--- src/sv/crc8wf_pkg.sv ---
`timescale 1ns / 1ps
`default_nettype none
// ----------------------------------------------------------------------------
// crc8wf_pkg
// Shared types, constants and the CRC-8 byte update for the word framer.
// ----------------------------------------------------------------------------
package crc8wf_pkg;

	localparam logic [7:0] CRC_POLY = 8'h31;
	localparam logic [7:0] CRC_INIT = 8'hFF;
	localparam logic [7:0] CRC_TOP  = 8'h80;

	localparam logic [1:0] VALUE_WORDS_RESET = 2'd2;

	localparam logic KIND_VALUE = 1'b0;
	localparam logic KIND_TX    = 1'b1;

	localparam logic MODE_RX = 1'b0;
	localparam logic MODE_TX = 1'b1;

	typedef enum logic [2:0] {
		BEAT_CMD_HI = 3'd0,
		BEAT_CMD_LO = 3'd1,
		BEAT_ARG_HI = 3'd2,
		BEAT_ARG_LO = 3'd3,
		BEAT_CRC    = 3'd4
	} beat_t;

	typedef struct packed {
		logic        emit;
		logic [31:0] value;
		logic        crc_ok;
	} rx_res_t;

	typedef struct packed {
		logic [7:0] tx_byte;
		logic       tx_last;
		logic       done;
	} tx_res_t;

	function automatic logic [7:0] crc_feed(input logic [7:0] crc, input logic [7:0] b);
		logic [7:0] c;
		c = crc ^ b;
		for (int i = 0; i < 8; i++) begin
			if ((c & CRC_TOP) != 8'h00) begin
				c = {c[6:0], 1'b0} ^ CRC_POLY;
			end else begin
				c = {c[6:0], 1'b0};
			end
		end
		return c;
	endfunction

endpackage
`default_nettype wire

--- src/sv/crc8wf_rx.sv ---
`timescale 1ns / 1ps
`default_nettype none
// ----------------------------------------------------------------------------
// crc8wf_rx
// Receive framing: tracks byte position, word count, running CRC and the
// assembled value, and reports a finished value on its last CRC byte.
// ----------------------------------------------------------------------------
module crc8wf_rx (
	input  wire logic              clk,
	input  wire logic              arst_n,
	input  wire logic              fire,
	input  wire logic [7:0]        data_byte,
	input  wire logic              start_req,
	input  wire logic [1:0]        value_words,
	output crc8wf_pkg::rx_res_t    res
);

	logic [1:0]  pos_q;
	logic        word_q;
	logic [7:0]  crc_q;
	logic [31:0] acc_q;
	logic        err_q;

	logic [1:0]  pos_e;
	logic        word_e;
	logic [7:0]  crc_e;
	logic [31:0] acc_e;
	logic        err_e;

	logic [1:0]  pos_n;
	logic        word_n;
	logic [7:0]  crc_n;
	logic [31:0] acc_n;
	logic        err_n;
	logic        two_words;
	logic        err_grp;

	always_comb begin
		pos_e  = start_req ? 2'd0 : pos_q;
		word_e = start_req ? 1'b0 : word_q;
		crc_e  = start_req ? crc8wf_pkg::CRC_INIT : crc_q;
		acc_e  = start_req ? 32'd0 : acc_q;
		err_e  = start_req ? 1'b0 : err_q;
		if (pos_e == 2'd3) begin
			pos_e = 2'd0;
		end
		two_words = value_words[1];
		err_grp   = err_e | (data_byte != crc_e);

		pos_n      = pos_e;
		word_n     = word_e;
		crc_n      = crc_e;
		acc_n      = acc_e;
		err_n      = err_e;
		res.emit   = 1'b0;
		res.value  = 32'd0;
		res.crc_ok = 1'b0;

		if (pos_e != 2'd2) begin
			crc_n = crc8wf_pkg::crc_feed(crc_e, data_byte);
			acc_n = {acc_e[23:0], data_byte};
			pos_n = pos_e + 2'd1;
		end else begin
			crc_n = crc8wf_pkg::CRC_INIT;
			pos_n = 2'd0;
			if (!two_words || word_e) begin
				res.emit   = 1'b1;
				res.value  = err_grp ? 32'd0 : acc_e;
				if (!two_words) begin
					res.value[31:16] = 16'd0;
				end
				res.crc_ok = ~err_grp;
				word_n     = 1'b0;
				acc_n      = 32'd0;
				err_n      = 1'b0;
			end else begin
				word_n = 1'b1;
				err_n  = err_grp;
			end
		end
	end

	always_ff @(posedge clk or negedge arst_n) begin
		if (!arst_n) begin
			pos_q  <= 2'd0;
			word_q <= 1'b0;
			crc_q  <= crc8wf_pkg::CRC_INIT;
			acc_q  <= 32'd0;
			err_q  <= 1'b0;
		end else if (fire) begin
			pos_q  <= pos_n;
			word_q <= word_n;
			crc_q  <= crc_n;
			acc_q  <= acc_n;
			err_q  <= err_n;
		end
	end

endmodule
`default_nettype wire

--- src/sv/crc8wf_tx.sv ---
`timescale 1ns / 1ps
`default_nettype none
// ----------------------------------------------------------------------------
// crc8wf_tx
// Transmit sequencer: steps through the bytes of one command frame, one byte
// per step, and builds the argument CRC one byte update at a time.
// ----------------------------------------------------------------------------
module crc8wf_tx (
	input  wire logic              clk,
	input  wire logic              arst_n,
	input  wire logic              step,
	input  wire logic [15:0]       command,
	input  wire logic [15:0]       argument,
	input  wire logic              has_argument,
	output crc8wf_pkg::tx_res_t    res
);

	crc8wf_pkg::beat_t beat_q;
	crc8wf_pkg::beat_t beat_n;
	logic [7:0]        crc_q;
	logic [7:0]        crc_n;

	always_ff @(posedge clk or negedge arst_n) begin
		if (!arst_n) begin
			beat_q <= crc8wf_pkg::BEAT_CMD_HI;
		end else if (step) begin
			beat_q <= beat_n;
		end
	end

	always_ff @(posedge clk) begin
		if (step) begin
			crc_q <= crc_n;
		end
	end

	always_comb begin
		beat_n      = crc8wf_pkg::BEAT_CMD_HI;
		crc_n       = crc_q;
		res.tx_byte = 8'd0;
		res.tx_last = 1'b0;
		unique case (beat_q)
			crc8wf_pkg::BEAT_CMD_HI: begin
				res.tx_byte = command[15:8];
				beat_n      = crc8wf_pkg::BEAT_CMD_LO;
			end
			crc8wf_pkg::BEAT_CMD_LO: begin
				res.tx_byte = command[7:0];
				res.tx_last = ~has_argument;
				beat_n      = has_argument ? crc8wf_pkg::BEAT_ARG_HI : crc8wf_pkg::BEAT_CMD_HI;
			end
			crc8wf_pkg::BEAT_ARG_HI: begin
				res.tx_byte = argument[15:8];
				crc_n       = crc8wf_pkg::crc_feed(crc8wf_pkg::CRC_INIT, argument[15:8]);
				beat_n      = crc8wf_pkg::BEAT_ARG_LO;
			end
			crc8wf_pkg::BEAT_ARG_LO: begin
				res.tx_byte = argument[7:0];
				crc_n       = crc8wf_pkg::crc_feed(crc_q, argument[7:0]);
				beat_n      = crc8wf_pkg::BEAT_CRC;
			end
			crc8wf_pkg::BEAT_CRC: begin
				res.tx_byte = crc_q;
				res.tx_last = 1'b1;
				beat_n      = crc8wf_pkg::BEAT_CMD_HI;
			end
			default: begin
				beat_n = crc8wf_pkg::BEAT_CMD_HI;
			end
		endcase
		res.done = step & res.tx_last;
	end

endmodule
`default_nettype wire

--- src/sv/crc8_word_framer.sv ---
`timescale 1ns / 1ps
`default_nettype none
// An accepted request is registered in the input stage, then in the output register.
// Received bytes: one request per cycle unless the single result register is stalled.
// Command frames: 2 or 5 bytes, sent one per cycle by the sequencer unless stalled.
// Reset restores all framing state but the TX CRC, and sets value_words to 2 at once.
// ----------------------------------------------------------------------------
// crc8_word_framer
// CRC-8 word framing for a sensor byte link: checks and assembles received
// words into values, and builds command frames with an argument CRC.
// ----------------------------------------------------------------------------
module crc8_word_framer (
	input  wire logic        clk,
	input  wire logic        arst_n,
	input  wire logic        cfg_valid,
	output wire logic        cfg_ready,
	input  wire logic [1:0]  cfg_data,
	input  wire logic        in_valid,
	output wire logic        in_stall,
	input  wire logic        mode,
	input  wire logic [7:0]  data_byte,
	input  wire logic        start_req,
	input  wire logic [15:0] command,
	input  wire logic [15:0] argument,
	input  wire logic        has_argument,
	output wire logic        out_valid,
	input  wire logic        out_stall,
	output wire logic        kind,
	output wire logic [7:0]  tx_byte,
	output wire logic        tx_last,
	output wire logic [31:0] value,
	output wire logic        crc_ok
);

	logic [1:0]  value_words_q;

	logic        valid_s1;
	logic        mode_s1;
	logic [7:0]  data_byte_s1;
	logic        start_req_s1;
	logic [15:0] command_s1;
	logic [15:0] argument_s1;
	logic        has_argument_s1;

	logic        out_valid_q;
	logic        kind_q;
	logic [7:0]  tx_byte_q;
	logic        tx_last_q;
	logic [31:0] value_q;
	logic        crc_ok_q;

	logic        out_free;
	logic        rx_fire;
	logic        tx_step;
	logic        done_s1;
	logic        accept;

	crc8wf_pkg::rx_res_t rx_res;
	crc8wf_pkg::tx_res_t tx_res;

	assign cfg_ready = 1'b1;
	assign out_free  = ~out_valid_q | ~out_stall;
	assign rx_fire   = valid_s1 & (mode_s1 == crc8wf_pkg::MODE_RX) & out_free;
	assign tx_step   = valid_s1 & (mode_s1 == crc8wf_pkg::MODE_TX) & out_free;
	assign done_s1   = rx_fire | tx_res.done;
	assign in_stall  = valid_s1 & ~done_s1;
	assign accept    = in_valid & ~in_stall;

	always_ff @(posedge clk or negedge arst_n) begin
		if (!arst_n) begin
			value_words_q <= crc8wf_pkg::VALUE_WORDS_RESET;
		end else if (cfg_valid && cfg_ready) begin
			value_words_q <= cfg_data;
		end
	end

	always_ff @(posedge clk or negedge arst_n) begin
		if (!arst_n) begin
			valid_s1 <= 1'b0;
		end else if (accept) begin
			valid_s1 <= 1'b1;
		end else if (done_s1) begin
			valid_s1 <= 1'b0;
		end
	end

	always_ff @(posedge clk) begin
		if (accept) begin
			mode_s1         <= mode;
			data_byte_s1    <= data_byte;
			start_req_s1    <= start_req;
			command_s1      <= command;
			argument_s1     <= argument;
			has_argument_s1 <= has_argument;
		end
	end

	crc8wf_rx u_rx (
		.clk         (clk),
		.arst_n      (arst_n),
		.fire        (rx_fire),
		.data_byte   (data_byte_s1),
		.start_req   (start_req_s1),
		.value_words (value_words_q),
		.res         (rx_res)
	);

	crc8wf_tx u_tx (
		.clk          (clk),
		.arst_n       (arst_n),
		.step         (tx_step),
		.command      (command_s1),
		.argument     (argument_s1),
		.has_argument (has_argument_s1),
		.res          (tx_res)
	);

	always_ff @(posedge clk or negedge arst_n) begin
		if (!arst_n) begin
			out_valid_q <= 1'b0;
		end else if (out_free) begin
			out_valid_q <= (rx_fire & rx_res.emit) | tx_step;
		end
	end

	always_ff @(posedge clk) begin
		if (out_free) begin
			if (tx_step) begin
				kind_q    <= crc8wf_pkg::KIND_TX;
				tx_byte_q <= tx_res.tx_byte;
				tx_last_q <= tx_res.tx_last;
				value_q   <= 32'd0;
				crc_ok_q  <= 1'b0;
			end else begin
				kind_q    <= crc8wf_pkg::KIND_VALUE;
				tx_byte_q <= 8'd0;
				tx_last_q <= 1'b0;
				value_q   <= rx_res.value;
				crc_ok_q  <= rx_res.crc_ok;
			end
		end
	end

	assign out_valid = out_valid_q;
	assign kind      = kind_q;
	assign tx_byte   = tx_byte_q;
	assign tx_last   = tx_last_q;
	assign value     = value_q;
	assign crc_ok    = crc_ok_q;

endmodule
`default_nettype wire
--- config.mk ---
export PLATFORM = sky130hd
export DESIGN_NAME = crc8_word_framer
export DESIGN_NICKNAME = d
export VERILOG_FILES = /design/src/sv/crc8wf_pkg.sv /design/src/sv/crc8wf_rx.sv /design/src/sv/crc8wf_tx.sv /design/src/sv/crc8_word_framer.sv
export SDC_FILE = /design/constraint.sdc
export NUM_CORES = 1
export LEC_CHECK = 0
export BUFFER_PORTS_ARGS = -buffer_cell sky130_fd_sc_hd__buf_4
export CAP_MARGIN = 15
export CELL_PAD_IN_SITES_DETAIL_PLACEMENT = 1
export CELL_PAD_IN_SITES_GLOBAL_PLACEMENT = 2
export CORE_ASPECT_RATIO = 0.5
export CORE_MARGIN = 2
export CORE_UTILIZATION = 35
export CTS_BUF_LIST = sky130_fd_sc_hd__clkbuf_4 sky130_fd_sc_hd__clkbuf_8
export DETAILED_ROUTE_END_ITERATION = 10
export PLACE_DENSITY_LB_ADDON = 0.3
export SLEW_MARGIN = 20
export SYNTH_ARGS = -nofsm -noshare
export SYNTH_HDL_FRONTEND = slang
export SYNTH_HIERARCHICAL = 1
export SYNTH_SLANG_ARGS = --single-unit
--- constraint.sdc ---
create_clock -name clk -period 2.35 [get_ports clk]
set_input_delay 0.235 -clock clk [delete_from_list [all_inputs] [get_ports clk]]
set_output_delay 0.235 -clock clk [all_outputs]
set_load 0.02 [all_outputs]
==> impl_metrics.tcl <==
set metrics [dict create \
    gp_congestion 0.758 \
    cts_max_level 4 \
    antenna_found_initial 0 \
    placed_cell_area_um2 7940 \
    hold_class "input port to register" \
    leakage_nw 3.65 \
    hold_viol_final 0 \
    n_fill_cell 2051 \
    fin_cells 981 \
    finalCriticalPeriod_ns 2.25 \
    wirelength_um 17100 \
    status "finished clean" \
    cts_buffers 17 \
    drive_gt1_frac 0.281 \
    place_inst 895 \
    final_nets 754 \
    relSlewSlack 0.409 \
    final.setup_skew_ns 0.0115 \
    grt_pass1_wl_um 27400 \
    preCtsSetupSlack_ns 0.0333 \
    grt_usage 0.173 \
    synth_fp_nets 600 \
    num_rows 36 \
    drc 0 \
    syn2layout_area_growth_pct 29.5 \
    setup_tns_ns 0 \
    dieArea_um2 20900 \
    slowest_delay_ns 0.42 \
    path_clk_slew_ns 0.08 \
    initialDrtViolationCount 196 \
    setup_viol 0 \
    post-dp-hpwl_um 11200 \
    period_share 0.956 \
    cts_tree "done" \
    vias_per_cell 4.88 \
    die_w_um 202 \
    drtPass1Iterations 5 \
    worst_slack_ns 0.104 \
    clk_latency_ns 0.45 \
    start_util 0.356 \
    ios 96 \
    yosys_warnings 6 \
    cts_root_buffer "clkbuf_8" \
    first_global_vias 5058 \
    fin_area_um2 8920 \
    path_cells "buf_12 -> nor3_2 -> a21o_1 -> a32oi_1 -> o21ai_1 -> nor3b_4 -> buf_4 -> buf_6 -> and3_1 -> a21boi_0" \
    fmax_mhz 445 \
    holdWs_ns 0.0466 \
    maxCapViolations 0 \
    critical_path_class "register to register" \
    syn-cell-area_um2 6890 \
    wire_per_inst_um 17.5 \
    vias 4787 \
    n_antenna_cell 0 \
    port_buffers 93 \
    coreArea_um2 19400 \
    cts_buffer_depth 2 \
    avgSynthCellArea_um2 12.6 \
    crit_slowest_cell "edfxtp_1" \
    worst_setup_path_end_kind "register" \
    drv_slew 0 \
    critPathTopFamily "compound AO/OA/AOI/OAI gates" \
    tightest_slew_ns 0.887 \
    die_h_um 103 \
    drtAntennaViolNets 0 \
    p_per_area_nw_per_um2 1000 \
    required_ns 2.63 \
    cts.sinks 144 \
    overflow 0 \
    worstPathMaxFanout 19 \
    grt_max_degree 87 \
    max-vdd-ir-drop_uv 363 \
    synthCells 548 \
    start_kind "register" \
    path_buf_inv 3 \
    cp.arrival_ns 2.53 \
]
-- worst register-to-register path: stages (launching register included) --
cell and delay [ns]:
edfxtp_1 0.42, buf_12 0.18, nor3_2 0.22, a21o_1 0.11, a32oi_1 0.09, o21ai_1 0.22
nor3b_4 0.24, buf_4 0.15, buf_6 0.12, and3_1 0.16, a21boi_0 0.19
-- repair_timing --
action                                 in CTS  in global routing
buffers inserted                            0                  6
hold buffers                               46                  0
setup endpoints to repair                   0                 28
gates resized for setup                     0                 20
endpoints found under the hold margin      86                  0
-- final timing paths --
kind / start / endpoint / slack, ns / cells past startpoint
setup / recovery: start_req_s1$_DFFE_PP_ / value[17]$_SDFFCE_PP0P_ / 0.10 / 10
hold / removal: cfg_valid / value_words_q[1]$_DFFE_PN1P_ / 0.05 / 2
setup reg to reg: start_req_s1$_DFFE_PP_ / value[17]$_SDFFCE_PP0P_ / 0.10 / 10
hold reg to reg: u_rx/word_q$_DFFE_PN0P_ / u_rx/word_q$_DFFE_PN0P_ / 0.52 / 1
max in group asynchronous: arst_n / u_tx/beat_q[0]$_DFFE_PN0P_ / 1.46 / 2
min in group asynchronous: arst_n / u_rx/acc_q[29]$_DFFE_PN0P_ / 0.38 / 2
-- registers in the layout, indices dropped and copies added (netlist names) --
name             flops
argument_s1         16
command_s1          16
crc_ok               1
data_byte_s1         8
has_argument_s1      1
kind                 1
mode_s1              1
out_valid            1
start_req_s1         1
tx_byte              8
tx_last              1
u_rx/acc_q          32
u_rx/crc_q           8
u_rx/err_q           1
u_rx/pos_q           2
u_rx/word_q          1
u_tx/beat_q          3
u_tx/crc_q           8
valid_s1             1
value               32
value_words_q        1
-- where the power goes --
part / internal, mW / leakage, nW / total, mW / switching [mW]
clock network: 1.12 / 0.208 / 2.08 / 0.959
logic: 1.41 / 1.86 / 3.00 / 1.59
registers: 3.36 / 1.58 / 3.83 / 0.473
total: 5.90 / 3.65 / 8.92 / 3.02
-- cells in the final DEF (no fill, tap or decap), types with 21 or more instances in the layout --
cell type	instances
dfrtp_1	40
and3_1	26
a21boi_0	21
nor2_1	29
buf_4	122
edfxtp_1	94
a22oi_1	37
xnor2_1	33
inv_1	30
dlygate4sd3_1	46
o22ai_1	33
-- final cells by class --
class                           count  area [um^2]  area share
Clock inverter                     10          136      0.0153
Tap cell                          266          333      0.0373
Clock buffer                       22          278      0.0311
Inverter                           31          120      0.0135
Sequential cell                   144         4090       0.458
Multi-Input combinational cell    335         2510       0.282
Timing Repair Buffer              173         1450       0.163
-- metrics by stage --
stage / util / power, mW
floorplan: - / 5.83
global placement: 0.410 / 6.70
detailed placement: 0.410 / 6.79
CTS: 0.455 / 8.96
global route: 0.460 / 9.48
finish: 0.460 / 8.92
-- routing by layer --
metal / vias to the layer above / global-route usage / part of all wire
met5: - / 0 / 0
met1: 2364 / 0.216 / 0.45
met3: 13 / 0.0439 / 0.041
met4: 0 / 0.0511 / 0.010
met2: 99 / 0.303 / 0.50
li1: 2311 / - / -
(Power assumes the default switching activity.)
